<file path="config.mk">
export PLATFORM = sky130hd
export DESIGN_NAME = stream_find_replace_core
export DESIGN_NICKNAME = d
export VERILOG_FILES = /design/src/sv/sfr_pkg.sv /design/src/sv/stream_find_replace_core.sv
export SDC_FILE = /design/constraint.sdc
export NUM_CORES = 1
export LEC_CHECK = 0
export BUFFER_PORTS_ARGS = -buffer_cell sky130_fd_sc_hd__buf_2
export CELL_PAD_IN_SITES_DETAIL_PLACEMENT = 1
export CELL_PAD_IN_SITES_GLOBAL_PLACEMENT = 1
export CORE_MARGIN = 2
export CORE_UTILIZATION = 48
export CTS_BUF_LIST = sky130_fd_sc_hd__clkbuf_4 sky130_fd_sc_hd__clkbuf_8
export DETAILED_ROUTE_END_ITERATION = 6
export GPL_ROUTABILITY_DRIVEN = 0
export PLACE_DENSITY_LB_ADDON = 0.25
export SLEW_MARGIN = 10
export SYNTH_ARGS = -nofsm -noshare
export SYNTH_HDL_FRONTEND = slang
export SYNTH_SLANG_ARGS = --single-unit
</file>
<file path="constraint.sdc">
create_clock -name clock -period 5.1 [get_ports clock]
set_clock_uncertainty 0.15 [all_clocks]
set_input_delay 0.765 -clock clock [delete_from_list [all_inputs] [get_ports clock]]
set_output_delay 0.765 -clock clock [all_outputs]
set_load 0.01 [all_outputs]
</file>
<file path="src/sv/sfr_pkg.sv">
// ----------------------------------------------------------------------------
// sfr_pkg: shared types and codes for the stream find-and-replace core
// Payload structs of the request and response channels and the indexes
// of the configuration registers.
// ----------------------------------------------------------------------------
package sfr_pkg;

   // Width of the configuration write data, set by the widest register.
   localparam int CSR_DATA_W = 64;

   // Configuration register indexes, in register-map order.
   typedef enum logic [1:0] {
      CSR_PATTERN_LEN   = 2'd0,
      CSR_PATTERN_BYTES = 2'd1,
      CSR_REPLACE_LEN   = 2'd2,
      CSR_REPLACE_BYTES = 2'd3
   } csr_index_type;

   // One input byte of the string.
   typedef struct packed {
      logic [7:0] in_byte;
      logic       in_last;
   } req_type;

   // One output byte, or an empty end marker when byte_present is low.
   typedef struct packed {
      logic [7:0] out_byte;
      logic       byte_present;
      logic       out_last;
   } rsp_type;

endpackage

</file>
<file path="src/sv/stream_find_replace_core.sv">
// ----------------------------------------------------------------------------
// stream_find_replace_core: streaming search and replace on a byte string
// Replaces every leftmost, non-overlapping occurrence of a configured
// pattern with a configured replacement, under control of a small
// microprogram held in a read-only table.
// ----------------------------------------------------------------------------
//
//   Channel   Direction  Handshake            Transaction carries
//   -------   ---------  -------------------  ---------------------------------
//   req_      in         req_valid/req_ready  one string byte and its last flag
//   rsp_      out        rsp_valid/rsp_ready  one output byte or an end marker
//   csr_      in         csr_we (no wait)     one register write, index + data
//
// An input transaction emits E data bytes, where E is 0 to 8; an empty
// end marker leaves on the final step. The emit steps retire one output
// byte per cycle, when not stalled, through the single output register.
// Backpressure on rsp_ stalls the sequencer on any emit step that holds a
// byte or the end marker; req_ready is high only on the wait step.
// Reset is synchronous and active high; it empties the match window, clears
// the configuration registers and drops rsp_valid.
//
// Microprogram: WAIT takes a byte and appends it to the window. TEST checks
// for a full match. REPL emits the replacement bytes and CLRW empties the
// window. SCAN emits head bytes until what remains is a proper prefix of the
// pattern. TAIL flushes the window when the byte was the last of the string.
// END emits an empty end marker when the last byte produced nothing at all.
//
module stream_find_replace_core #(
   parameter int MAX_PATTERN = 8,
   parameter int MAX_REPLACE = 8
) (
   input  logic                                clock,
   input  logic                                reset,
   input  logic                                req_valid,
   output logic                                req_ready,
   input  sfr_pkg::req_type                    req_data,
   output logic                                rsp_valid,
   input  logic                                rsp_ready,
   output sfr_pkg::rsp_type                    rsp_data,
   input  logic                                csr_we,
   input  sfr_pkg::csr_index_type              csr_index,
   input  logic [sfr_pkg::CSR_DATA_W-1:0]      csr_wdata
);
   import sfr_pkg::*;

   // Fill count holds 0..MAX_PATTERN, replacement index 0..MAX_REPLACE.
   localparam int FW = $clog2(MAX_PATTERN + 1);
   localparam int RW = $clog2(MAX_REPLACE + 1);

   // Microprogram step addresses.
   typedef enum logic [2:0] {
      S_WAIT = 3'd0,
      S_TEST = 3'd1,
      S_REPL = 3'd2,
      S_CLRW = 3'd3,
      S_SCAN = 3'd4,
      S_TAIL = 3'd5,
      S_END  = 3'd6
   } step_type;

   // Branch conditions tested by a control word.
   typedef enum logic [2:0] {
      C_ALWAYS    = 3'd0,
      C_REQ       = 3'd1,
      C_FULL      = 3'd2,
      C_REPL_DONE = 3'd3,
      C_SCAN_DONE = 3'd4,
      C_TAIL_DONE = 3'd5
   } cond_type;

   // Source of the byte emitted by a step.
   typedef enum logic [1:0] {
      E_NONE   = 2'd0,
      E_REPL   = 2'd1,
      E_HEAD   = 2'd2,
      E_MARKER = 2'd3
   } emit_type;

   // Window action applied when the condition is true.
   typedef enum logic [1:0] {
      A_NONE  = 2'd0,
      A_LOAD  = 2'd1,
      A_CLEAR = 2'd2
   } act_type;

   typedef struct packed {
      logic     accept;
      cond_type cond;
      emit_type emit;
      act_type  act;
      step_type jump_t;
      step_type jump_f;
   } cw_type;

   // The control store. Emitting loops stay on their own step until done.
   function automatic cw_type rom(input step_type s);
      cw_type w;
      w = '{1'b0, C_ALWAYS, E_NONE, A_NONE, S_WAIT, S_WAIT};
      case (s)
         S_WAIT: w = '{1'b1, C_REQ,       E_NONE,   A_LOAD,  S_TEST, S_WAIT};
         S_TEST: w = '{1'b0, C_FULL,      E_NONE,   A_NONE,  S_REPL, S_SCAN};
         S_REPL: w = '{1'b0, C_REPL_DONE, E_REPL,   A_NONE,  S_CLRW, S_REPL};
         S_CLRW: w = '{1'b0, C_ALWAYS,    E_NONE,   A_CLEAR, S_END,  S_END};
         S_SCAN: w = '{1'b0, C_SCAN_DONE, E_HEAD,   A_NONE,  S_TAIL, S_SCAN};
         S_TAIL: w = '{1'b0, C_TAIL_DONE, E_HEAD,   A_NONE,  S_END,  S_TAIL};
         S_END:  w = '{1'b0, C_ALWAYS,    E_MARKER, A_NONE,  S_WAIT, S_WAIT};
         default: w = '{1'b0, C_ALWAYS,   E_NONE,   A_NONE,  S_WAIT, S_WAIT};
      endcase
      return w;
   endfunction

   // Configuration registers.
   logic [3:0]            plen_cfg_ff, plen_cfg_in;
   logic [CSR_DATA_W-1:0] pat_ff, pat_in;
   logic [3:0]            rlen_cfg_ff, rlen_cfg_in;
   logic [CSR_DATA_W-1:0] rep_ff, rep_in;

   // Sequencer and datapath registers.
   step_type   step_ff, step_in;
   logic [7:0] win_ff [MAX_PATTERN];
   logic [7:0] win_in [MAX_PATTERN];
   logic [FW-1:0] fill_ff, fill_in;
   logic [RW-1:0] ridx_ff, ridx_in;
   logic       last_ff, last_in;
   logic       emitted_ff, emitted_in;
   logic       rsp_valid_ff, rsp_valid_in;
   rsp_type    rsp_data_ff, rsp_data_in;

   cw_type        cw;
   logic [FW-1:0] plen;
   logic [RW-1:0] rlen;
   logic [MAX_PATTERN-1:0] eq_vec, in_fill;
   logic          prefix_all, full_match, proper_prefix;
   logic          cond_hit, emit_req, out_free, stall;
   logic [7:0]    rep_byte [8];
   logic [7:0]    emit_byte;
   logic          emit_present, emit_last;

   always_comb begin
      cw = rom(step_ff);

      // Lengths above the window or replacement capacity saturate.
      plen = (plen_cfg_ff > 4'(MAX_PATTERN)) ? FW'(MAX_PATTERN) : FW'(plen_cfg_ff);
      rlen = (rlen_cfg_ff > 4'(MAX_REPLACE)) ? RW'(MAX_REPLACE) : RW'(rlen_cfg_ff);

      // The held bytes always start at the window head, so the prefix test
      // compares fixed positions only.
      for (int j = 0; j < MAX_PATTERN; j++) begin
         eq_vec[j]  = (win_ff[j] == pat_ff[8*j +: 8]);
         in_fill[j] = (FW'(j) < fill_ff);
      end
      prefix_all    = &(eq_vec | ~in_fill);
      full_match    = (plen != '0) && (fill_ff == plen) && prefix_all;
      proper_prefix = (fill_ff < plen) && prefix_all;

      for (int j = 0; j < 8; j++) begin
         rep_byte[j] = rep_ff[8*j +: 8];
      end

      case (cw.cond)
         C_ALWAYS:    cond_hit = 1'b1;
         C_REQ:       cond_hit = req_valid;
         C_FULL:      cond_hit = full_match;
         C_REPL_DONE: cond_hit = (ridx_ff >= rlen);
         C_SCAN_DONE: cond_hit = (fill_ff == '0) || proper_prefix;
         C_TAIL_DONE: cond_hit = !last_ff || (fill_ff == '0);
         default:     cond_hit = 1'b1;
      endcase

      // What the step would emit, and whether that byte ends the string.
      emit_byte    = 8'd0;
      emit_present = 1'b1;
      emit_last    = 1'b0;
      case (cw.emit)
         E_NONE: begin
            emit_req = 1'b0;
         end
         E_REPL: begin
            emit_req  = !cond_hit;
            emit_byte = rep_byte[3'(ridx_ff)];
            emit_last = last_ff && (ridx_ff + RW'(1) == rlen);
         end
         E_HEAD: begin
            emit_req  = !cond_hit;
            emit_byte = win_ff[0];
            emit_last = last_ff && (fill_ff == FW'(1));
         end
         E_MARKER: begin
            emit_req     = last_ff && !emitted_ff;
            emit_present = 1'b0;
            emit_last    = 1'b1;
         end
         default: begin
            emit_req = 1'b0;
         end
      endcase

      out_free = !rsp_valid_ff || rsp_ready;
      stall    = emit_req && !out_free;

      // Defaults: hold everything, drain the output register when taken.
      step_in      = step_ff;
      win_in       = win_ff;
      fill_in      = fill_ff;
      ridx_in      = ridx_ff;
      last_in      = last_ff;
      emitted_in   = emitted_ff;
      rsp_valid_in = rsp_ready ? 1'b0 : rsp_valid_ff;
      rsp_data_in  = rsp_data_ff;

      if (!stall) begin
         step_in = cond_hit ? cw.jump_t : cw.jump_f;

         if (cond_hit) begin
            case (cw.act)
               A_NONE: begin
               end
               A_LOAD: begin
                  for (int j = 0; j < MAX_PATTERN; j++) begin
                     if (FW'(j) == fill_ff) begin
                        win_in[j] = req_data.in_byte;
                     end
                  end
                  fill_in    = fill_ff + FW'(1);
                  last_in    = req_data.in_last;
                  ridx_in    = '0;
                  emitted_in = 1'b0;
               end
               A_CLEAR: begin
                  fill_in = '0;
               end
               default: begin
               end
            endcase
         end

         if (emit_req) begin
            rsp_valid_in             = 1'b1;
            rsp_data_in.out_byte     = emit_byte;
            rsp_data_in.byte_present = emit_present;
            rsp_data_in.out_last     = emit_last;
            emitted_in               = 1'b1;
            if (cw.emit == E_REPL) begin
               ridx_in = ridx_ff + RW'(1);
            end
            if (cw.emit == E_HEAD) begin
               // Retire the head byte and move the rest down one place.
               for (int j = 0; j < MAX_PATTERN - 1; j++) begin
                  win_in[j] = win_ff[j + 1];
               end
               fill_in = fill_ff - FW'(1);
            end
         end
      end

      // Configuration writes take effect at the next edge; the host must issue
      // them only while the sequencer is idle, which the block does not enforce.
      plen_cfg_in = plen_cfg_ff;
      pat_in      = pat_ff;
      rlen_cfg_in = rlen_cfg_ff;
      rep_in      = rep_ff;
      if (csr_we) begin
         case (csr_index)
            CSR_PATTERN_LEN:   plen_cfg_in = csr_wdata[3:0];
            CSR_PATTERN_BYTES: pat_in      = csr_wdata;
            CSR_REPLACE_LEN:   rlen_cfg_in = csr_wdata[3:0];
            CSR_REPLACE_BYTES: rep_in      = csr_wdata;
            default: begin
            end
         endcase
      end
   end

   always_ff @(posedge clock) begin
      win_ff      <= win_in;
      ridx_ff     <= ridx_in;
      last_ff     <= last_in;
      rsp_data_ff <= rsp_data_in;
      if (reset) begin
         step_ff      <= S_WAIT;
         fill_ff      <= '0;
         emitted_ff   <= 1'b0;
         rsp_valid_ff <= 1'b0;
         plen_cfg_ff  <= '0;
         pat_ff       <= '0;
         rlen_cfg_ff  <= '0;
         rep_ff       <= '0;
      end else begin
         step_ff      <= step_in;
         fill_ff      <= fill_in;
         emitted_ff   <= emitted_in;
         rsp_valid_ff <= rsp_valid_in;
         plen_cfg_ff  <= plen_cfg_in;
         pat_ff       <= pat_in;
         rlen_cfg_ff  <= rlen_cfg_in;
         rep_ff       <= rep_in;
      end
   end

   assign req_ready = cw.accept;
   assign rsp_valid = rsp_valid_ff;
   assign rsp_data  = rsp_data_ff;

endmodule

</file>
; Word-level counts from Yosys, hierarchy flattened
; Cells that the tools add are included.
[op_classes]
magnitude_cmp = 13
n_reduce_logical = 32
eq_ne = 37
mul = 0
bitwise = 4
n_mux = 38
n_addsub = 3
shift = 0
div_mod_pow = 0
[op_table]
columns = operator, n
row1 = $mux W64, 2
row2 = $mux W56, 2
row3 = $pmux W14 S7, 1
row4 = $mux W8, 10
row5 = $eq A8 B8 Y1, 8
row6 = $mux W4, 9
row7 = $bmux W8 S3, 1
row8 = $eq A3 B4 Y1 const A, 4
row9 = $lt A3 B4 Y1 const A, 4
row10 = $pmux W8 S2, 1
row11 = $eq A3 B3 Y1 const B, 5
row12 = $eq A3 B2 Y1 const B, 4
row13 = $eq A2 B2 Y1 const B, 5
row14 = $reduce_and A2 Y1, 5
row15 = $add A4 B1 Y4 const B, 2
row16 = $eq A2 B4 Y1 const A, 2
row17 = $eq A4 B4 Y1, 2
row18 = $gt A4 B4 Y1 const B, 2
row19 = $lt A1 B4 Y1 const A, 2
row20 = $lt A2 B4 Y1 const A, 2
row21 = $not A8 Y8, 1
row22 = $or A8 B8 Y8, 1
row23 = $pmux W4 S2, 1
row24 = $reduce_and A8 Y1, 1
row25 = 25 further kinds, 50
[word_totals]
mem_count = 0
ramBits = 0
register_bits = 224
rom_bits = 0
latch_bits = 0
wordCells = 148

; Logic depth before layout (Yosys ltp)
; Gate-level depths: netlist (run 1).
[depth]
depth_word = 12
depth_mapped = 14
depth_no_buf = 11

; Worst setup path after synthesis (run 1)
; OpenSTA, ideal clock, no wires.
[synth_path]
kind = reg-to-reg
startpoint = register ridx_ff[0]
endpoint = register win_ff[0] in the netlist's numbering (enable)
setup_time_ps = 281
n_path_buf = 1
period_less_slack_ps = 3809
path_stages_with_launch = 11
path_slack_ps = 1291
t_arrival_ps = 3378
cell_sequence = edfxtp_1 clkbuf_1 inv_1 ha_1 nand2b_1 a21oi_1 o211ai_1 a221oi_1 o21a_1 nand2_2 and4b_1
[synth_via]
elab_chain_len = 7
[synth_lines]
columns = item, line_no
row1 = from (decl), stream_find_replace_core.sv:123  ; logic [RW-1:0] ridx_ff, ridx_in;
row2 = from (signal assigned), stream_find_replace_core.sv:276  ; ridx_ff <= ridx_in;
row3 = $ge A4 B4 Y1 *, stream_find_replace_core.sv:164  ; C_REPL_DONE: cond_hit = (ridx_ff >= rlen);
row4 = $pmux W1 S5 *, stream_find_replace_core.sv:160  ; case (cw.cond)
row5 = $logic_not A1 Y1, "stream_find_replace_core.sv:179, stream_find_replace_core.sv:184"
row6 = $pmux W1 S3, stream_find_replace_core.sv:174  ; case (cw.emit)
row7 = $logic_and A1 B1 Y1, stream_find_replace_core.sv:199  ; stall = emit_req && !out_free;
row8 = $not A1 Y1 (no source line), n/a
row9 = $reduce_and A4 Y1 (no source line) *, n/a
row10 = to (signal assigned), stream_find_replace_core.sv:275  ; win_ff <= win_in;
row11 = to (decl), stream_find_replace_core.sv:120  ; logic [7:0] win_ff [MAX_PATTERN];
; Mark *: on every way between the ends. The rest lies on a longest branch, timed or not.
; A chain may end at the register's enable or synchronous reset.

; Worst setup path after layout (run 1)
[layout_path]
startpoint = register win_ff[29] in the netlist's numbering
endpoint = register win_ff[10] in the netlist's numbering (enable)
[layout_via]
elab_chain_len = 9
elab_cells_between_ends = 10
[layout_lines]
columns = item, line_no
row1 = $eq A8 B8 Y1 *, stream_find_replace_core.sv:149  ; eq_vec[j] = (win_ff[j] == pat_ff[8*j +: 8]);
row2 = $or A8 B8 Y8 *, stream_find_replace_core.sv:152  ; prefix_all = &(eq_vec | ~in_fill);
row3 = $reduce_and A8 Y1 *, stream_find_replace_core.sv:152
row4 = $logic_and A1 B1 Y1, stream_find_replace_core.sv:154  ; proper_prefix = (fill_ff < plen) && prefix_all;
row5 = $logic_or A1 B1 Y1, stream_find_replace_core.sv:165  ; C_SCAN_DONE: cond_hit = (fill_ff == '0) || proper_prefix;
row6 = $pmux W1 S5 *, stream_find_replace_core.sv:160
row7 = $logic_not A1 Y1 *, "stream_find_replace_core.sv:179, stream_find_replace_core.sv:184"
row8 = $pmux W1 S3 *, stream_find_replace_core.sv:174
row9 = $logic_and A1 B1 Y1 *, stream_find_replace_core.sv:199
; Marked as above.

==> results of run 1 <==
==> sequential cells by signal (all words and copies together) (netlist names) <==
signal,flops
pat_ff,64
fill_ff,4
emitted_ff,1
rsp_valid,1
rep_ff,64
win_ff,64
rlen_cfg_ff,4
rsp_data,10
step_ff,3
last_ff,1
plen_cfg_ff,4
ridx_ff,4
==> power groups by stage <==
stage               Clock, mW  Combinational [mW]  Sequential [mW]
floorplan                   0                1.28             2.56
global placement            0                1.64             2.65
detailed placement          0                1.70             2.68
CTS                      1.85                1.72             2.65
global route             1.93                1.90             2.69
finish                   1.82                1.72             2.65
==> layout by cell type, fill, tap and decap left out, drive strengths merged, types with 3 or more instances in the layout <==
cell type,count
o21ai,23
a31oi,3
buf,105
mux2i,72
ha,15
nand2b,5
clkbuf,61
nor3,4
inv,13
o211ai,4
o31ai,3
nor2b,10
xor2,8
clkinv,9
xnor2,60
o2111ai,7
nand4,15
o41ai,3
nor2,82
o21a,4
nand2,280
mux4,16
nand3,10
edfxtp,79
dfxtp,145
a21oi,197
or3,3
nor4,5
==> kinds of logic after synthesis <==
kind of cell,after synthesis
buffers and inverters,85
muxes,89
DFF,224
adders and majority gates,15
AOI/OAI and AO/OA,259
xor gates and xnor gates,68
and+or+nand+nor,424
==> synthesized netlist by cell type (4+ instances only) <==
cell and instances:
o21ai_0 21, buf_2 16, xor2_1 8, mux2i_1 72, mux4_2 16, nor2_1 81, o21a_1 4, nor3_1 4
nor4_1 5, a21oi_1 197, nand3_1 10, nor2b_1 10, nand4_1 15, edfxtp_1 79, clkbuf_1 43, buf_1 10
o211ai_1 4, inv_1 12, nand2b_1 5, dfxtp_1 145, xnor2_1 60, nand2_1 279, o2111ai_2 7, ha_1 15
==> routing by layer <==
layer / wire length [um] / share of wire / vias to the layer above / GRT usage
li1: - / - / 4203 / -
met1: 14000 / 0.42 / 4354 / 0.348
met5: 0 / 0 / - / 0
met4: 1060 / 0.032 / 0 / 0.0957
met2: 17100 / 0.51 / 214 / 0.506
met3: 1510 / 0.045 / 65 / 0.0502
==> final timing paths <==
kind | slack, ns | to | cells after the start
worst min register to register | 0.30 | rep_ff[62]$_SDFFE_PP0P_ | 2
worst max-delay path | 1.27 | win_ff[10]$_DFFE_PN_ | 7
worst max register to register | 1.27 | win_ff[10]$_DFFE_PN_ | 7
worst min-delay path | 0.28 | last_ff$_DFFE_PP_ | 1
==> final cells by class <==
class	instances	area, um2	share of cell area
clock buffer	61	796	0.0650
clock inverter	11	85.1	0.00695
multi-input combinational	855	5120	0.418
tap	280	350	0.0286
inverter	12	45.0	0.00368
timing repair buffer	105	576	0.0470
sequential	224	5280	0.431
==> results.md, run 1 <==
Global routing:
- The total overflow left after global routing is 0.
- The initial antenna violation count is 0.
- The total global routing track utilization is 0.284.
- Entering global routing, the biggest net connects 76 pins.
- The via count of the first global-routing pass is 9,247.
- The first global-routing pass estimated 52.2 mm of wire.

STA:
- In the finished design, the share of the clock period the worst path needs comes to 0.752.
- The transition at the pin with the smallest max-transition slack is 1.21 ns.
- The final critical path time including I/O delays and setup is 3.83 ns.
- Static timing analysis puts the maximum clock frequency at 261 MHz.
- Setup repair after global routing left no endpoint under its margin.
- Measured against its own limit, the worst slew margin works out to 0.191.
- Setup slack closes at 1.27 ns.
- The accumulated negative setup slack is 0 ns.
- The number of pins with negative max-slew slack in the final report is 0.
- The final count of hold timing violations is 0.
- The final worst hold slack is 0.283 ns.
- The setup violation total in the final timing report is 0.

Yosys:
- The combinational family with the most area after synthesis is simple AND/OR/NAND/NOR gates.
- The post-synthesis share of cell area spent on and, or, nand and nor gates is 0.163.
- The share of the synthesized area in the top cell type is 0.271.
- Of the total synthesized cell area, the portion taken by XOR and XNOR cells is 0.0555.
- For this run, the number of Yosys warnings is 0.
- Counting flops with a built-in enable in the synthesized netlist gives 79.
- The synthesized netlist cell count is 1,164.
- The fraction of registers with async set or reset after synthesis is 0.
- The post-synth net total is 1,259.
- The largest total area in the synthesized netlist belongs to dfxtp_1.
- The portion of synthesized area spent on multiplexers is 0.102.
- The netlist uses 55 different library cells.
- Among all flip-flop cells after synthesis, the most frequent one is dfxtp_1.
- After synthesis, the cell types taking the most area are dfxtp_1 27%, edfxtp_1 22%, nand2_1 9.8%.
- The synthesized design contains 224 register bits.
- The netlist area before placement is 0.0107 mm2.
- The share of the Yosys chip area taken by registers is 0.492.
- The compound-cell area share of the yosys netlist is 0.137.
- Of the total synthesized cell area, the portion taken by full adders, half adders and majority gates is 0.0175.
- The synthesized area per cell is 9.22 um2.

Setup path:
- The worst stage delay on the critical path is 0.65 ns.
- The origin of the worst setup path is win_ff[29]$_DFFE_PN_.
- The worst register-to-register path begins at win_ff[29]$_DFFE_PN_.
- The sum of buffers and inverters on the critical path is 1.
- The required time of the worst setup path is 5.11 ns.
- The maximum fanout encountered on the critical timing path is 40.
- The cell type of the slowest stage on the worst timing path is or4_1.
- Traced cell by cell, the critical path runs through xnor2_1 > nand4_1 > o41ai_2 > o31ai_1 > or4_1 > nand2_2 > buf_4.
- The cell family contributing the most delay on the critical path is simple AND/OR/NAND/NOR gates.
- By startpoint and endpoint, the worst setup path is classified as reg -> reg.
- The kind of capture point of the worst setup path is a flip-flop.
- The arrival time of the worst setup path is 3.84 ns.
- The sort of element at the start of the critical path is a flip-flop.

Final layout:
- The number of nets in the layout is 1,332.
- The post-layout instance count excluding filler cells is 1,548.
- The utilization after layout is 0.559.
- The antenna diode count is 0.
- The proportion of layout cells with a drive suffix above 1 is 0.166.
- After routing the design area is 0.0122 mm2.
- The number of fill cells is 2,567.
- Compared with the post-synthesis result, the final layout area differs by 14.1%.

Clock network:
- The clock latency at the later pin of the worst-skew pair is 0.53 ns.
- The clock passes through at most 3 buffers.
- The tree is rooted in a clkbuf_8.
- The number of sinks on the clock net is 224.
- The number of buffers created by CTS is 39.
- The total setup buffers inserted after CTS is 0.
- The clock transition time at the flip-flop clock pins of the worst setup and hold paths is 0.06 ns.
- In this run, post-CTS hold repair placed 0 buffers.
- The total number of H-tree levels is 2.
- The number of instances resized during post-cts repair is 0.
- The TritonCTS clock tree is built.

Pwr:
- The cell-internal power is 4.09 mW.
- The analysis attributes to net switching a power of 2.10 mW.
- In this run the static leakage power is 4.70 nW.
- The overall power consumption is 6.19 mW.
- The total power divided by cell area is 506 mW/mm2.
- Of the total power, registers draw 0.428.
- The share of total power dissipated in combinational logic is 0.278.
- The share of total power dissipated in the clock network is 0.294.
- The switching share of total power is 0.340.
- IR analysis of the VDD net gives a maximum drop of 0.233 mV.

Detailed routing:
- The number of routed nets with antenna violations is 0.
- After detailed routing, the number of remaining DRC violations is 0.
- The via-per-instance ratio is 5.71.
- Before antenna repair, the detailed router went through 5 iterations.
- The wire length per cell after detailed routing is 21.7 um.
- After the first detailed-routing iteration, the DRC count stood at 539.
- The final layout contains routed wiring with a total length of 33.6 mm.
- The via count is 8,836.

Floorplanning:
- The number of placement rows is 54.
- The core region is 0.0219 mm2.
- The initial utilization of the core area, before any placement, comes to 0.490.
- The die is 154 um wide.
- The height of the chip is 154 um.
- The floorplan step defined a die boundary enclosing 0.0236 mm2.
- The number of primary I/O pins is 92.

Placement:
- The worst slack after detailed placement is 1.32 ns.
- The count of buffers added on input and output ports is 91.
- The number of placed cells counting well taps is 1,476.
- The standard cell area after detailed placement is 0.0114 mm2.
- The wire-length estimate of the detail-placed layout is 23.4 mm.

Flow run:
- The number of maximum-capacitance violations is 0.

Hold path:
- The worst hold path class is in -> reg.
- The startpoint identified for the worst hold timing path is req_data[0].

Status:
- The flow ran to the end, and the final reports show no timing, DRC or antenna violations.
No activity file was read; power rests on OpenSTA's default activity.
==> run 2, diff against run 1 <==
clock period = 3.76 ns   (was 5.1 ns; I/O delays follow)
==> run 2 against run 1 <==
  * Fmax increased by 17%
  * Die area unchanged
  * Sequential share of layout area decreased by 0.52 points
  * Design area increased by 1.2%
  * Final cell count increased by 1.0%
  * Critical path depth unchanged
  * Routed wire length increased by 2.2%
  * Combinational power increased by 42%
  * Clock power increased by 34%
  * Worst hold slack got worse by 0.21 ns
  * Core utilization increased by 0.69 points
  * Non-clock buffer count increased by 14
  * Critical endpoint is now win_ff[0]$_DFFE_PP_
  * Largest cell class unchanged
  * Largest power group unchanged
==> results.md, run 2 (synthesis gave the netlist of run 1 again) <==
Setup path:
- The required time of the worst setup path is 3.81 ns (-1.30 ns).
- The largest individual stage delay along the critical path comes from the cell or4_1.
- The maximum fanout encountered on the critical timing path is 12 (-70%).
- The worst stage delay on the critical path is 0.69 ns (+0.04 ns).
- STA classifies the critical path startpoint as a flip-flop.
- The worst setup path is of the reg -> reg kind.
- The kind of capture point of the worst setup path is a flip-flop.
- Traced cell by cell, the critical path runs through xnor2_1 > nand4_1 > o41ai_2 > o31ai_1 > or4_1 > nand2_4 > and4b_1.
- The arrival time of the worst setup path was 3.34 ns (-0.50 ns).

Global routing:
- The pin count of the biggest net entering global routing is 88 (+16%).
- The via count of the first global-routing pass was 9,430 (+2.0%).
- The initial antenna violation count is 0 (unchanged).
- The global route total overflow came to 0 (unchanged).
- The total global routing track utilization was 0.288 (+0.00413).
- The wire length of the first global-routing pass is 53.1 mm (+1.7%).

Detailed routing:
- The wire length per cell after detailed routing is 22.0 um (+1.2%).
- The number of DRC markers after the initial detailed-route iteration is 783 (+45%).
- The number of iterations in the first detailed-routing pass is 5 (unchanged).
- The via-per-instance ratio was 5.81 (+1.8%).
- The post-detailed-routing wire length came to 34.4 mm (+2.2%).
- The count of unresolved DRC violations after routing is 0 (unchanged).
- The via count is 9,089 (+2.9%).
- The number of routed nets with antenna violations is 0 (unchanged).

STA:
- The final period utilization is 0.874 (+0.123).
- The accumulated negative setup slack is 0 ns (unchanged).
- The final critical path time including I/O delays and setup is 3.29 ns (-0.546 ns).
- The setup violation total in the final timing report is 0 (unchanged).
- The maximum frequency from static timing analysis came to 304 MHz (+17%).
- The number of pins with negative max-slew slack in the final report came to 0 (unchanged).
- The transition at the pin with the smallest max-transition slack is 1.03 ns (-0.182 ns).
- The max-slew headroom at the worst pin is 0.311 (+0.121).
- The final count of hold timing violations is 0 (unchanged).
- Setup repair after global routing left no endpoint under its margin.

Clock network:
- The number of instances resized during post-cts repair is 0 (unchanged).
- The number of buffers created by CTS came to 40 (+2.6%).
- The total setup buffers inserted after CTS is 0 (unchanged).
- The number of sinks on the clock net was 224 (unchanged).
- The clock latency at the later pin of the worst-skew pair is 0.55 ns (+0.02 ns).
- The clock transition time at the flip-flop clock pins of the worst setup and hold paths is 0.06 ns (about the same).
- TritonCTS built the clock tree.
- The number of buffers inserted for hold repair after clock tree synthesis was 0 (unchanged).
- The number of buffers on the longest clock path is 3 (unchanged).
- CTS placed an instance of clkbuf_8 at the clock tree root.
- The total number of H-tree levels is 2 (unchanged).

Final layout:
- The commonest non-fill, non-tap cell in the layout is nand2_1.
- The largest registers in the layout are pat_ff x64, rep_ff x64, win_ff x64.
- The proportion of layout cells with a drive suffix above 1 is 0.175 (+0.00962).
- The combined flip-flop and latch cell area is 0.00528 mm2 (unchanged).
- The antenna diode count came to 0 (unchanged).
- The utilization after layout is 0.566 (+0.00686).
- The top cell types in the final layout, fill and taps aside, are 279 x nand2_1, 197 x a21oi_1, 145 x dfxtp_1.
- The growth of design area from synthesis to finish is 15.5%.
- The area of combinational cells with multiple inputs is 0.00512 mm2 (about the same).
- The post-route standard cell area excluding fillers is 0.0124 mm2 (+1.2%).
- The number of nets in the layout is 1,347 (+1.1%).
- The number of fill cells was 2,561 (-0.23%).

Placement:
- The HPWL after detailed placement is 24.1 mm (+2.8%).
- The number of port buffers is 91 (unchanged).
- The standard cell area after detailed placement is 0.0115 mm2 (+1.4%).

Floorplanning:
- The number of placement rows is 54 (unchanged).
- The core outline area was 0.0219 mm2 (unchanged).
- The height of the chip is 154 um (unchanged).
- The floorplan die area came to 0.0236 mm2 (unchanged).
- The initial core utilization is 0.490 (unchanged).
- The number of primary I/O pins was 92 (unchanged).
- The die extent in x was 154 um (unchanged).

Pwr:
- The reported leakage power was 4.78 nW (+1.8%).
- The total power divided by cell area is 682 mW/mm2 (+35%).
- The overall power consumption is 8.45 mW (+37%).
- The maximum ir drop on the vdd rail is 0.427 mV (+83%).

Status:
- The run finished with clean final reports.

Hold path:
- The worst hold path class is in -> reg.

Flow run:
- The number of maximum-capacitance violations is 0 (unchanged).
run 2: critical path, delay by kind of cell (launching register included):
kind / cells / cell delay, ns
XOR/XNOR: 1 / 0.18
flip-flops: 1 / 0.45
AND/OR/NAND/NOR: 4 / 1.57
AO/OA/AOI/OAI: 2 / 0.58
run 2: power by group:
| group | switching, mW | internal (mW) |
|---|---|---|
| combinational | 1.39 | 1.06 |
| sequential | 0.456 | 3.12 |
| clock | 1.03 | 1.40 |
| total | 2.87 | 5.58 |
run 2: final timing paths:
| kind | startpoint | end | slack [ns] | cells after the start |
|---|---|---|---|---|
| worst min register to register | rep_ff[37]$_SDFFE_PP0P_ | rep_ff[37]$_SDFFE_PP0P_ | 0.30 | 2 |
| worst min-delay path | req_data[0] | last_ff$_DFFE_PP_ | 0.07 | 1 |
| worst max register to register | win_ff[30]$_DFFE_PN_ | win_ff[0]$_DFFE_PP_ | 0.47 | 7 |
| worst max-delay path | win_ff[30]$_DFFE_PN_ | win_ff[0]$_DFFE_PP_ | 0.47 | 7 |
run 2: stage by stage:
step / cells / hold slack [ns] / setup slack [ns]
CTS: 1564 / 0.0546 / 0.478
detailed placement: 1490 / 0.297 / 0.545
global route: 1564 / 0.0611 / 0.237
finish: 1564 / 0.0734 / 0.473
global placement: 1490 / 0.289 / 0.582
floorplan: 1164 / 0.283 / 0.321
run 2: area by class of cell:
| class | count | area share |
|---|---|---|
| clock inverters | 7 | 0.00293 |
| multi-input cells | 855 | 0.413 |
| inverters | 12 | 0.00363 |
| clock buffers | 67 | 0.0673 |
| well taps | 280 | 0.0283 |
| flip-flops and latches | 224 | 0.426 |
| repair buffers | 119 | 0.0589 |
run 2: routing by layer:
layer | GRT usage | vias up | routed length, um
met5 | 0 | - | 0
met4 | 0.0935 | 0 | 1060
met3 | 0.0409 | 65 | 1570
met2 | 0.498 | 244 | 17000
met1 | 0.374 | 4550 | 14800
li1 | - | 4230 | -
